--- config.mk ---
export PLATFORM = sky130hd
export DESIGN_NAME = zpola_scale
export DESIGN_NICKNAME = d
export VERILOG_FILES = /design/src/design/zpola_pkg.sv /design/src/design/zpola_scale.sv
export SDC_FILE = /design/constraint.sdc
export NUM_CORES = 1
export LEC_CHECK = 0
export BUFFER_PORTS_ARGS = -buffer_cell sky130_fd_sc_hd__buf_4
export CAP_MARGIN = 20
export CORE_ASPECT_RATIO = 1.5
export CORE_MARGIN = 3
export CORE_UTILIZATION = 50
export CTS_BUF_LIST = sky130_fd_sc_hd__clkbuf_8
export CTS_CLUSTER_SIZE = 30
export DETAILED_ROUTE_END_ITERATION = 6
export PLACE_DENSITY = 0.75
export SKIP_CTS_REPAIR_TIMING = 1
export SLEW_MARGIN = 10
export SYNTH_ARGS = -nofsm -noshare
export SYNTH_HDL_FRONTEND = slang
export SYNTH_SLANG_ARGS = --single-unit
--- constraint.sdc ---
create_clock -name clk -period 8.8 [get_ports clk]
set_clock_uncertainty 0.2 [all_clocks]
set_input_delay 1.32 -clock clk [delete_from_list [all_inputs] [get_ports clk]]
set_output_delay 1.32 -clock clk [all_outputs]
set_load 0.05 [all_outputs]
--- src/design/zpola_pkg.sv ---
`default_nettype none

package zpola_pkg;

  // fixed field and register widths
  localparam int SAMPLE_W = 16;
  localparam int ACC_W    = 20;
  localparam int VALUE_W  = 24;
  localparam int GAIN_W   = 16;
  localparam int LEN_W    = 12;
  localparam int CFG_W    = 16;
  localparam int CFG_IW   = 2;
  localparam int PROD_W   = ACC_W + GAIN_W + 1;

  // result queue
  localparam int OUTQ_DEPTH = 4;
  localparam int OUTQ_AW    = $clog2(OUTQ_DEPTH);
  localparam int OUTQ_CW    = $clog2(OUTQ_DEPTH + 1);

  // command codes
  localparam logic CMD_PUSH = 1'b0;
  localparam logic CMD_PULL = 1'b1;

  // configuration register indexes
  typedef enum logic [CFG_IW-1:0] {
    REG_FRAME_SIZE = 2'd0,
    REG_HOP_SIZE   = 2'd1,
    REG_NORM_GAIN  = 2'd2
  } reg_index_t;

  typedef struct packed {
    logic                       command;
    logic signed [SAMPLE_W-1:0] sample;
  } cmd_item_t;

  typedef struct packed {
    logic signed [VALUE_W-1:0] value;
    logic                      last;
  } res_item_t;

endpackage

`default_nettype wire

--- src/design/zpola_scale.sv ---
`default_nettype none

// gain multiply, round half up, saturate to the result width
module zpola_scale
  import zpola_pkg::*;
(
  input  wire logic                    clk,
  input  wire logic                    rst,
  input  wire logic                    in_valid,
  input  wire logic signed [ACC_W-1:0] acc,
  input  wire logic [GAIN_W-1:0]       gain,
  input  wire logic                    last,
  output logic                         busy,
  output logic                         out_valid,
  output res_item_t                    out_item
);

  localparam int Q_W = PROD_W - 8;

  logic                     prod_valid;
  logic signed [PROD_W-1:0] prod;
  logic                     prod_last;
  logic signed [PROD_W-1:0] rounded;
  logic signed [Q_W-1:0]    q;

  always_ff @(posedge clk) begin
    if (rst) begin
      prod_valid <= 1'b0;
    end else begin
      prod_valid <= in_valid;
    end
  end

  always_ff @(posedge clk) begin
    prod      <= PROD_W'(acc) * PROD_W'($signed({1'b0, gain}));
    prod_last <= last;
  end

  assign rounded = prod + PROD_W'(128);
  assign q       = rounded[PROD_W-1:8];

  always_comb begin
    out_item.last = prod_last;
    if (q[Q_W-1:VALUE_W-1] == '0 || q[Q_W-1:VALUE_W-1] == '1) begin
      out_item.value = q[VALUE_W-1:0];
    end else if (q[Q_W-1]) begin
      out_item.value = {1'b1, {(VALUE_W-1){1'b0}}};
    end else begin
      out_item.value = {1'b0, {(VALUE_W-1){1'b1}}};
    end
  end

  assign out_valid = prod_valid;
  assign busy      = prod_valid;

endmodule

`default_nettype wire

* Word level (Yosys, flattened, before mapping) *
Cells that the tools add are included.
W data, S select, Z words.

word-level totals
  bits in registers = 39
  output and inout bits = 27
  logic and storage cells = 10

cells by class
  $add $sub $neg = 1
  multipliers = 1
  eq/ne operators = 1
  mux-type cells = 2
  reduce and logical (&&, ||, !) cells = 2

operators by type and width
  kind                     number
  $mux W24                 2
  $add A37 B9 Y37 const B  1
  $mul A20 B17 Y37         1
  $eq A6 B6 Y1 const B     1
  $logic_not A6 Y1         1
  $logic_or A1 B1 Y1       1

* Logic depth before layout (Yosys ltp) *
  word-level depth = 4
  gate-level depth with buffers = 25
  gate-level depth less buffers = 24

* Least setup slack after synthesis *
Ideal clock, no wire load.

  kind = in2reg
  start point = input acc[7]
  end point = register prod[32]
  setup time = 0.058 ns
  arrival time = 6.960 ns
  path slack = 1.582 ns
  cell stages on the path = 23
  buffers on the path = 1
  cell sequence = clkbuf_1 nand2_1 fa_1 inv_1 fa_1 inv_1 fa_1 inv_1 fa_1 fa_1 inv_1 fa_1 inv_1 ha_1 a211o_1 a21oi_1 a21oi_1 a211o_1 o21a_1 o21ba_2 a21o_1 nor4b_1 a211o_1

between the ends
  word-level cells in the longest chain between the ends = 1

RTL lines
  element               RTL line           text
  from (decl)           zpola_scale.sv:10  input wire logic signed [ACC_W-1:0] acc,
  $mul A20 B17 Y37      zpola_scale.sv:35  prod <= PROD_W'(acc) * PROD_W'($signed({1'b0, gain}));
  to (signal assigned)  zpola_scale.sv:35
  to (decl)             zpola_scale.sv:21  logic signed [PROD_W-1:0] prod;

No other way between the ends.
A chain may end at the register's enable or synchronous reset.

* Worst setup path in the final report *
  start point = input gain[2]
  end point = register prod[36]

between the ends
  word-level cells in the longest chain between the ends = 1

RTL lines
  element           RTL line           text
  from (decl)       zpola_scale.sv:11  input wire logic [GAIN_W-1:0] gain,
  $mul A20 B17 Y37  zpola_scale.sv:35

No other way between the ends.

==> summary.md <==
| Metric | Value |
|---|---|
| Fin nets | about 2000 |
| Syn Area/Cell | around 8.8 um^2 |
| Hold path cells | 1 |
| Cell Area, Synth | about 13000 um^2 |
| Drt initial violations | 509 |
| Fin. Hold Viols | 0 |
| CP startpoint kind | input pin |
| Gr usage total | around a quarter |
| Share of cells above drive strength 1 | under 10% |
| Most common cell after layout, fill and taps aside | inv_1 |
| Die H | between 200 and 250 um |
| Setup crit start | gain[2] |
| Ys flop type | dfxtp_1 |
| Relative slew slack | between 50% and 60% |
| Post-synth EDFFs | 0 |
| Worst Hold Path EP | prod_last$_DFF_P_ |
| Post-DP HPWL | approximately 27000 um |
| Critical path fanouts, max | 20 |
| FP Rows | between 70 and 80 |
| Final Core Density | between 50% and 60% |
| CTS root buf | clkbuf_8 |
| Synth cell types | 54 |
| Ant. Diodes | 0 |
| Placer congestion estimate | about 0.9 |
| Max-Cap Viols | 0 |
| Final Cycle Share | roughly 82% |
| Clock Path Buffers | 2 |
| Hold Crit Start | last |
| Chip width | roughly 140 um |
| Synthesis-to-layout area growth | 5.80% |
| Crit path cell chain | buf_4 -> and2_1 -> fa_1 -> inv_1 -> fa_1 -> inv_1 -> fa_1 -> fa_1 -> fa_1 -> inv_1 -> fa_1 -> inv_1 -> ha_1 -> nand2_1 -> nand2b_1 -> a21oi_1 -> o21ai_0 -> a21oi_1 -> o21bai_1 -> or2_2 -> o22ai_1 -> xnor2_1 |
| Crit path capture type | register |
| Yosys top cell area share | 47.9% |
| CTS tree | built |
| Global-route wire length before repair | roughly 54000 um |
| Setup TNS | 0 ps |
| Fin crit period | slightly above 7000 ps |
| H-Tree Depth | 2 |
| Die area | between 20000 and 30000 um^2 |
| RSZ-0062 raised after global routing | false |
| Synth Net Count | approximately 2000 |
| Vias | approximately 10000 |
| Sequential-to-total area share from yosys stat | 4.81% |
| Num CTS Buffers | 5 |
| Drc violations | 0 |
| Total gr overflow | 0 |
| Setup Crit Path Kind | input pin to register |
| Final count of negative-setup-slack endpoints | 0 |
| Router iterations before antenna repair | 5 |
| Antenna violations before repair | 0 |
| Remaining antenna violation count | 0 |
| Vias in the first global route | approximately 11000 |
| Ports | 67 |
| Largest net degree at the start of global routing | 23 |
| Count of yosys warnings during synthesis | 0 |
| Crit-path most repeated cell | fa_1 |
| Cell count after synthesis | approximately 1500 |
| Synth Register Bits | 32 |
| I/O Buffers | 66 |
| Async SR Flop Fraction | 0% |
| Critical-path top delay cell | fa_1 |
| Routed len/inst | 17.2 um |
| Max Clock Freq | 0.138 GHz |
| CP max stage delay | 590 ps |
| Final Max Tran Viols | 0 |
| Hold Path Class | input pin to register |
| CP arrival | a little over 7000 ps |
| Synth top area cells | fa_1 (48%), inv_1 (11%), ha_1 (8.6%) |
| Leading area contributor after synthesis | fa_1 |
| Core area | roughly 26000 um^2 |
| CTS Sinks | 32 |
| Initial core utilization | 51.2% |
| Most frequent cells in the layout | inv_1 (405), fa_1 (319), nand2_1 (215) |
| Avg Vias per Cell | approximately 5.4 |
| Critical Path RT | between 8000 and 9000 ps |
| Outcome | finished clean |
| Total wire length | ~32000 um |
| Least-Margin Pin Slew | 728 ps |
| Clock slew at reported path FFs | about 70 ps |
[final cells by class]
cell class	count	area, um^2
fillers	2323	11900
multi-input cells	1008	10900
inverters	405	1520
flip-flops and latches	32	641
repair buffers	68	526
well taps	333	417
clock buffers	7	96.3
[kinds of logic (layout without fill, tap and decap cells)]
group                      count (synthesis)  count (layout)  synth area share, %
AOI/OAI and AO/OA                        100             100                 5.15
buffers and inverters                    466             480                 13.4
muxes                                      2               2                0.150
DFF                                       32              32                 4.81
adders and majority gates                411             411                 56.6
and+or+nand+nor                          443             443                 16.5
xor gates and xnor gates                  52              52                 3.42
[metal layers]
layer,global-route usage (%),share of wire (%),wire length (um)
met1,23.0,31,9940
met2,46.6,56,18000
met3,1.88,3.3,1070
met4,16.8,9.1,2910
met5,0,0,0
[Yosys cell counts, types with 17 or more instances]
cell type  instances
ha_1              92
nor2_1            28
nand3_1           18
xnor2_1           26
o21ai_2           17
fa_1             319
dfxtp_1           32
and2_1           129
xor2_1            26
nand2_1          215
clkbuf_1          53
inv_1            405
a21oi_1           24
[how the worst max path moves through the flow]
| stage | to | slack [ps] | cells after the start |
|---|---|---|---|
| 5_1_grt | prod[36]$_DFF_P_ | 1070 | 22 |
| 3_3_place_gp | prod[32]$_DFF_P_ | 1330 | 22 |
| 4_1_cts | prod[32]$_DFF_P_ | 1550 | 22 |
| 3_5_place_dp | prod[32]$_DFF_P_ | 1260 | 22 |
| 6_report | prod[36]$_DFF_P_ | 1540 | 22 |
| 2_1_floorplan | prod[32]$_DFF_P_ | 1580 | 23 |
[through the flow]
stage / setup WS [ps] / cells / hold WS, ps / area (um^2)
finish: 1540 / 1853 / 930 / 14100
global route: 1070 / 1853 / 919 / 14100
CTS: 1550 / 1851 / 924 / 14100
detailed placement: 1260 / 1844 / 1230 / 14000
global placement: 1330 / 1844 / 1220 / 14000
floorplan: 1580 / 1506 / 1150 / 13300
[state kept, by name, indices dropped and copies added (netlist names)]
register,flops
prod,30
prod_last,1
busy,1
[worst max-delay path, delay by kind of cell]
family / cells / cell delay, ps
fa+ha+maj: 7 / 3570
compound gates: 5 / 820
buf+inv: 5 / 730
simple gates: 4 / 670
xor+xnor: 1 / 140
Power is not shown: default switching activity piles up to over one toggle a cycle in this logic, so the estimate is an artifact.
