[config.mk]
export PLATFORM = sky130hd
export DESIGN_NAME = zpola_outq
export DESIGN_NICKNAME = d
export VERILOG_FILES = /design/src/design/zpola_pkg.sv /design/src/design/zpola_outq.sv
export SDC_FILE = /design/constraint.sdc
export NUM_CORES = 1
export LEC_CHECK = 0
export BUFFER_PORTS_ARGS = -buffer_cell sky130_fd_sc_hd__buf_4
export CORE_ASPECT_RATIO = 1.2
export CORE_MARGIN = 3
export CORE_UTILIZATION = 35
export DETAILED_ROUTE_END_ITERATION = 10
export SLEW_MARGIN = 20
export SYNTH_ARGS = -nofsm -noshare
export SYNTH_HDL_FRONTEND = slang
export SYNTH_SLANG_ARGS = --single-unit
export TNS_END_PERCENT = 100
[constraint.sdc]
create_clock -name clk -period 3.8 [get_ports clk]
set_input_delay 0.19 -clock clk [delete_from_list [all_inputs] [get_ports clk]]
set_output_delay 0.19 -clock clk [all_outputs]
set_load 0.05 [all_outputs]
[src/design/zpola_pkg.sv]
`default_nettype none

package zpola_pkg;

  // fixed field and register widths
  localparam int SAMPLE_W = 16;
  localparam int ACC_W    = 20;
  localparam int VALUE_W  = 24;
  localparam int GAIN_W   = 16;
  localparam int LEN_W    = 12;
  localparam int CFG_W    = 16;
  localparam int CFG_IW   = 2;
  localparam int PROD_W   = ACC_W + GAIN_W + 1;

  // result queue
  localparam int OUTQ_DEPTH = 4;
  localparam int OUTQ_AW    = $clog2(OUTQ_DEPTH);
  localparam int OUTQ_CW    = $clog2(OUTQ_DEPTH + 1);

  // command codes
  localparam logic CMD_PUSH = 1'b0;
  localparam logic CMD_PULL = 1'b1;

  // configuration register indexes
  typedef enum logic [CFG_IW-1:0] {
    REG_FRAME_SIZE = 2'd0,
    REG_HOP_SIZE   = 2'd1,
    REG_NORM_GAIN  = 2'd2
  } reg_index_t;

  typedef struct packed {
    logic                       command;
    logic signed [SAMPLE_W-1:0] sample;
  } cmd_item_t;

  typedef struct packed {
    logic signed [VALUE_W-1:0] value;
    logic                      last;
  } res_item_t;

endpackage

`default_nettype wire

[src/design/zpola_outq.sv]
`default_nettype none

// small result queue; the top reserves its space before a pull is taken
module zpola_outq
  import zpola_pkg::*;
(
  input  wire logic         clk,
  input  wire logic         rst,
  input  wire logic         push,
  input  wire res_item_t    push_item,
  output logic              res_valid,
  input  wire logic         res_ready,
  output res_item_t         res_item,
  output logic [OUTQ_CW-1:0] count
);

  res_item_t          slots [OUTQ_DEPTH];
  logic [OUTQ_AW-1:0] wr_ptr;
  logic [OUTQ_AW-1:0] rd_ptr;
  logic               pop;

  assign res_valid = (count != '0);
  assign res_item  = slots[rd_ptr];
  assign pop       = res_valid && res_ready;

  always_ff @(posedge clk) begin
    if (rst) begin
      wr_ptr <= '0;
      rd_ptr <= '0;
      count  <= '0;
    end else begin
      if (push) begin
        wr_ptr <= wr_ptr + 1'b1;
      end
      if (pop) begin
        rd_ptr <= rd_ptr + 1'b1;
      end
      count <= count + OUTQ_CW'(push) - OUTQ_CW'(pop);
    end
  end

  always_ff @(posedge clk) begin
    if (push) begin
      slots[wr_ptr] <= push_item;
    end
  end

endmodule

`default_nettype wire

Yosys cells after proc, flatten, opt, wreduce, memory -nomap -nowiden
Memory sizes are Yosys's and may differ from the RTL's. A register that Yosys moved wholly into a read port is not among the register bits.
Cells that the tools add are included.
- bits in registers: 7
- RAM bits: 100
- logic and storage cells: 14
- memories: 1
- memories (name ; words ; width ; rd ports ; clocked after Yosys merged registers in ; wr ports ; RTL line ; text):
    slots ; 4 ; 25 ; 1 ; 1 ; 1 ; zpola_outq.sv:17 ; res_item_t slots [OUTQ_DEPTH];
- add/sub/neg operators: 4
- multiplexer cells: 4
- reduce and logical (&&, ||, !) cells: 2
- operators by type and width (kind ; count):
    2-bit by 1-bit adder with 2-bit output (second input constant) ; 2
    2-bit two-way mux ; 2
    3-bit by 1-bit adder with 3-bit output ; 1
    3-bit nonzero test ; 1
    3-bit by 1-bit subtractor with 3-bit output ; 1
    1-bit two-way mux ; 2
    1-bit logical AND ; 1

Depth between registers and ports, before layout
Gate-level depths: netlist of the first run.
- depth after elaboration: 4
- gate-level depth with buffers: 7
- gate-level depth less buffers: 7

Worst setup path after synthesis of the first run
Ideal clock, no wire load.
- path kind: register to register
- start point: register count[1]
- end point: register count[2]
- arrival time: 1.949 ns
- data required time: 3.674 ns
- setup slack: 1.725 ns
- stages on the path, launching flop included: 8
- buffers on the path: 0
- clock period less this slack: 2.075 ns
- path through: dfxtp_1 -> o31a_1 -> ha_1 -> inv_1 -> ha_1 -> fa_1 -> xor3_1 -> nor2_1
- longest elaborated chain between the ends: 3
- elaborated cells on any way between the ends: 4
- those cells by class: 2 x add/sub; 2 x reduce/logical
- RTL lines (element ; RTL line ; text):
    start: declaration ; zpola_outq.sv:14 ; output logic [OUTQ_CW-1:0] count
    start signal: assignment ; zpola_outq.sv:38 ; count <= count + OUTQ_CW'(push) - OUTQ_CW'(pop);
    3-bit nonzero test ; zpola_outq.sv:22 ; assign res_valid = (count != '0);
    1-bit logical AND ; zpola_outq.sv:24 ; assign pop = res_valid && res_ready;
    via pop ; zpola_outq.sv:20 ; logic pop;
    3-bit by 1-bit subtractor with 3-bit output ; zpola_outq.sv:38 ;
The timed path passes the listed nets, and every way through them passes these cells.
A chain may end at the register's enable or synchronous reset.

==> impl_metrics.env, run 1 <==
export IMPL_synthTopCellsByArea="edfxtp_1 73%, mux4_2 11%, dfxtp_1 4.4%, mux4_1 3.2%, ha_1 1.8%"
export IMPL_clock_path_buffers=2
export IMPL_ir_drop_mv=0.498
export IMPL_yosysTopAreaCell="edfxtp_1"
export IMPL_stdcell_area_um2=4980
export IMPL_drt_antenna_violating_nets=0
export IMPL_final_nets=274
export IMPL_fin_crit_ps=2360
export IMPL_rsz0062_at_grt="false"
export IMPL_cts_max_level=3
export IMPL_max_cap_violations=0
export IMPL_hp_start="push_item[23]"
export IMPL_worst_ep_arrival_time_ps=2170
export IMPL_clock_sinks=109
export IMPL_cts_buffers=9
export IMPL_finClkSkew_ps=5.05
export IMPL_run_status="completed"
export IMPL_required_ps=3610
export IMPL_grt_pass1_vias=1943
export IMPL_gp_congestion=0.651
export IMPL_hold_violations=0
export IMPL_cp_top_family="flip-flops"
export IMPL_max_slew_margin_pct=38.8
export IMPL_setup_tns_ps=0
export IMPL_portBuffers=57
export IMPL_groute_usage_overall_pct=11.0
export IMPL_ys_types=22
export IMPL_dr_first_iter_drc_count=77
export IMPL_worstSetupEndpointType="primary output"
export IMPL_grt_antenna_before_repair=0
export IMPL_path_cells="mux4_1 > buf_4"
export IMPL_cts_setup_buffers=0
export IMPL_drc=0
export IMPL_grt_busiest_layer="met2"
export IMPL_io_pins=58
export IMPL_wirelength_um=6790
export IMPL_die_w_um=105
export IMPL_power_static_leakage_nw=1.72
export IMPL_worstMarginPinSlew_ps=917
export IMPL_ctsHoldBuffers=0
export IMPL_synth_top_area_share_pct=72.9
export IMPL_post_route_util_pct=44.3
export IMPL_r2r_slack_ps=1850
export IMPL_first_pass_iters=4
export IMPL_synthCells=176
export IMPL_avgSynthCellArea_um2=23.4
export IMPL_place_hpwl_um=4110
export IMPL_coreArea_um2=11200
export IMPL_overflow=0
export IMPL_path_clk_slew_ps=70
export IMPL_final_layout_size_suffix_gt1_share_pct=41.6
export IMPL_routedWlPerCell_um=17.1
export IMPL_grt_util_met2_pct=18.6
export IMPL_finalMaxSlewViolations=0
export IMPL_ys_seq_area_share_pct=77.2
export IMPL_p_total_mw=3.30
export IMPL_worstReg2RegStart="count[1]"
export IMPL_p_per_area_nw_per_um2=662
export IMPL_min_path_cells=1
export IMPL_setup_violations=0
export IMPL_dieHeight_um=125
export IMPL_cp_start_kind="flip-flop"
export IMPL_fillers=1004
export IMPL_cts_tree="built"
export IMPL_grtUsageMet3_pct=2.75
export IMPL_synth_cell_area_um2=4120
export IMPL_cts_resized=0
export IMPL_syn_nets=212
export IMPL_yosys_warnings=0
export IMPL_critPathSlowestCell="dfxtp_2"
export IMPL_synth_seq_cells=109
export IMPL_min_to="slots[1][23]"
export IMPL_r2r_end="count[2]"
export IMPL_grtUsageMet1_pct=13.3
export IMPL_insertion_delay_ps=340
export IMPL_period_share_pct=62.1
export IMPL_grt_start_max_net_pins=26
export IMPL_max_freq_mhz=424
export IMPL_r2r_worst_path_cells=7
export IMPL_num_rows=42
export IMPL_synthToLayoutAreaGrowth_pct=20.9
export IMPL_worst_path_buf_inv=1
export IMPL_cts_root_buffer="clkbuf_16"
export IMPL_critPathMaxStageDelay_ps=940
export IMPL_whs_ps=49.7
export IMPL_setup_worst_path_class="reg2out"
export IMPL_hold_class="in2reg"
export IMPL_crit_fanout=25
export IMPL_initial_core_util_pct=36.6
export IMPL_grt_pass1_wl_um=10700
export IMPL_insertedDiodeCount=0
export IMPL_dieArea_um2=13100
export IMPL_vias=1817
export IMPL_dpl_instance_area_um2=4690
export IMPL_routed_via_density=4.58
==> layer usage <==
layer,routed length (um),up-vias
li1,-,852
met4,81,0
met5,0,-
met1,2930,916
met2,3500,41
met3,279,8
==> power breakdown <==
part	internal, mW	switching, mW
clock	0.515	0.408
sequential	1.39	0.0876
combinational	0.355	0.546
==> worst max path at each step <==
| stage | endpoint | slack [ps] | cells after the start |
|---|---|---|---|
| finish | res_item[24] | 1440 | 2 |
| global route | res_item[24] | 1260 | 2 |
| CTS | res_item[24] | 1340 | 2 |
| detailed placement | res_item[24] | 1710 | 2 |
| global placement | res_item[2] | 1740 | 2 |
| floorplan | count[2] | 1730 | 7 |
==> layout make-up <==
class / instances / area (um2) / share of cell area (%)
Clock buffer: 9 / 225 / 4.52
Clock inverter: 7 / 73.8 / 1.48
Inverter: 6 / 22.5 / 0.452
Multi-Input combinational cell: 54 / 851 / 17.1
Sequential cell: 109 / 3180 / 63.9
Tap cell: 154 / 193 / 3.87
Timing Repair Buffer: 58 / 435 / 8.73
==> per-stage QoR <==
step | setup WS (ps) | instances
finish | 1440 | 397
global route | 1260 | 397
CTS | 1340 | 397
detailed placement | 1710 | 381
global placement | 1740 | 381
floorplan | 1730 | 176
==> sequential cells by signal (all words and copies together) (netlist names), named ones only <==
signal	cells
slots	100
count	3
rd_ptr	2
wr_ptr	2
==> cells by family after synthesis <==
family	count (synthesis)	share of synthesized area [%]
buffers and inverters	13	2.25
flip-flops	109	77.2
AO/OA/AOI/OAI	2	0.425
adder cells (fa/ha/maj)	7	2.31
AND/OR/NAND/NOR	14	1.82
XOR/XNOR	2	0.789
multiplexers	29	15.2
==> cell usage after synthesis <==
| cell type | number |
|---|---|
| dfxtp_1 | 9 |
| nor2_1 | 5 |
| xnor2_1 | 1 |
| fa_1 | 1 |
| ha_1 | 6 |
| buf_6 | 1 |
| buf_2 | 2 |
| clkbuf_2 | 1 |
| or3_1 | 1 |
| o31a_1 | 1 |
| buf_12 | 2 |
| clkbuf_1 | 1 |
| xor3_1 | 1 |
| and2_1 | 4 |
| mux4_1 | 5 |
| inv_1 | 6 |
| mux2_2 | 3 |
| edfxtp_1 | 100 |
| mux2i_1 | 1 |
| nor2b_1 | 4 |
| o311ai_0 | 1 |
| mux4_2 | 20 |
==> placed cells by master, fill, tap and decap left out, drive strengths merged <==
master,instances
mux2,3
buf,58
o31a,1
mux2i,1
o311ai,1
xor3,1
clkinv,4
nor2,5
edfxtp,100
mux4,25
xnor2,1
and2,4
nor2b,4
bufinv,1
fa,1
or3,1
clkbuf,9
dfxtp,9
ha,6
inv,8
(Power assumes the default switching activity.)
==> run 2: changes to the inputs <==
==> constraint.sdc (replaced) <==
create_clock -name clk -period 2.45 [get_ports clk]
set_input_delay 0.1225 -clock clk [delete_from_list [all_inputs] [get_ports clk]]
set_output_delay 0.1225 -clock clk [all_outputs]
set_load 0.05 [all_outputs]
==> impl_metrics.env, run 2 (same netlist as run 1, synthesis figures left out) <==
export IMPL_run_status="completed"
export IMPL_initial_core_util_pct=36.6
export IMPL_dieArea_um2=13100
export IMPL_rsz0062_at_grt="false"
export IMPL_place_hpwl_um=4210
export IMPL_fin_crit_ps=2020
export IMPL_overflow=0
export IMPL_groute_usage_overall_pct=11.4
export IMPL_routedWlPerCell_um=16.7
export IMPL_cts_tree="built"
export IMPL_first_pass_iters=3
export IMPL_dieHeight_um=125
export IMPL_layout_common_cells="100 x edfxtp_1, 58 x buf_4, 25 x dlygate4sd3_1, 20 x mux4_2, 9 x clkbuf_16"
export IMPL_grt_start_max_net_pins=26
export IMPL_max_slew_margin_pct=52.0
export IMPL_worst_ep_arrival_time_ps=1900
export IMPL_vias=1905
export IMPL_setup_worst_path_class="reg2out"
export IMPL_p_per_area_nw_per_um2=965
export IMPL_worstReg2RegStart="count[1]"
export IMPL_num_rows=42
export IMPL_cts_max_level=3
export IMPL_hold_class="in2reg"
export IMPL_worstSetupEndpointType="primary output"
export IMPL_post_route_util_pct=46.3
export IMPL_drt_antenna_violating_nets=0
export IMPL_grt_antenna_before_repair=0
export IMPL_setup_violations=0
export IMPL_final_nets=300
export IMPL_largest_reg_flops=100
export IMPL_dr_first_iter_drc_count=61
export IMPL_worstMarginPinSlew_ps=720
export IMPL_power_static_leakage_nw=1.80
export IMPL_clock_sinks=109
export IMPL_grt_pass1_wl_um=11100
export IMPL_max_cap_violations=0
export IMPL_coreArea_um2=11200
export IMPL_gp_congestion=0.691
export IMPL_finalMaxSlewViolations=0
export IMPL_path_clk_slew_ps=60
export IMPL_crit_fanout=19
export IMPL_cts_root_buffer="clkbuf_16"
export IMPL_final_layout_size_suffix_gt1_share_pct=36.1
export IMPL_routed_via_density=4.50
export IMPL_grt_pass1_vias=2096
export IMPL_cp_endpoint="res_item[24]"
export IMPL_regMostFlops="slots"
export IMPL_synthToLayoutAreaGrowth_pct=26.4
export IMPL_fillers=1004
export IMPL_cts_buffers=9
export IMPL_insertion_delay_ps=340
export IMPL_clock_path_buffers=2
export IMPL_reg_top3="slots x100, count x3"
export IMPL_required_ps=2330
export IMPL_portBuffers=57
export IMPL_cts_resized=0
export IMPL_r2r_slack_ps=500
export IMPL_wirelength_um=7070
export IMPL_period_share_pct=82.6
export IMPL_insertedDiodeCount=0
export IMPL_hold_violations=0
export IMPL_max_freq_mhz=494
export IMPL_setup_tns_ps=0
export IMPL_die_w_um=105
export IMPL_r2r_end="count[2]"
export IMPL_drc=0
export IMPL_finClkSkew_ps=3.32
export IMPL_io_pins=58
export IMPL_ir_drop_mv=0.741
export IMPL_r2r_worst_path_cells=7
export IMPL_cp_start_kind="flip-flop"
export IMPL_final_common_cell="edfxtp_1"
[run 2: cell types whose count changed in the layout (fill, tap and decap cells not counted)]
cell,before,now
dlygate4sd3_1,0,25
clkbuf_1,0,4
clkinv_4,2,0
inv_6,2,0
buf_12,0,1
bufinv_16,1,0
clkinv_1,1,2
[run 2: report_power, final]
part           total, mW  leakage, nW  internal (mW)  switching [mW]
Combinational       1.53        0.689          0.601           0.925
Clock               1.27        0.123          0.682           0.584
Sequential          2.23        0.993           2.16          0.0754
[run 2: metrics by stage]
step           area, um2  hold WS (ps)  total power, mW  setup slack [ps]  instances
5_1_grt             5210          18.6             5.25               317        423
3_5_place_dp        4710           327             3.80               503        382
6_report            5210          21.6             5.02               427        423
3_3_place_gp        4710           325             3.78               572        382
2_1_floorplan       4120           221             3.40               375        176
4_1_cts             5210          8.30             5.10               367        423
[run 2: how the worst min path moves through the flow]
stage	startpoint	cells past startpoint	endpoint
after CTS	rst	2	count[0]
after floorplan	push_item[0]	0	slots[0][0]
after global placement	push_item[10]	1	slots[1][10]
after detailed placement	push_item[20]	1	slots[2][20]
after global routing	rst	2	count[2]
final	rst	2	count[1]
[run 2: timing repair]
action / CTS / global route
setup buffers: 0 / 0
endpoints found under the hold margin: 100 / 0
hold buffers: 25 / 0
[run 2: final cells by class]
cell class,count,area [um2],share of cell area (%)
clock buffers,13,240,4.61
clock inverters,3,12.5,0.240
inverters,6,22.5,0.432
multi-input cells,54,851,16.3
flip-flops and latches,109,3180,61.1
well taps,154,193,3.70
repair buffers,84,706,13.5
[run 2: per-layer routing]
layer	track usage, %	wire (um)	up-vias
met3	2.85	295	10
met1	13.8	3010	956
li1	-	-	894
met4	5.56	130	0
met5	0	0	-
met2	18.8	3640	45
[run 2: worst max-delay path, cell delays in order (launching register included)]
cell	delay [ps]
dfxtp_2	500
buf_12	240
mux4_1	590
buf_4	210
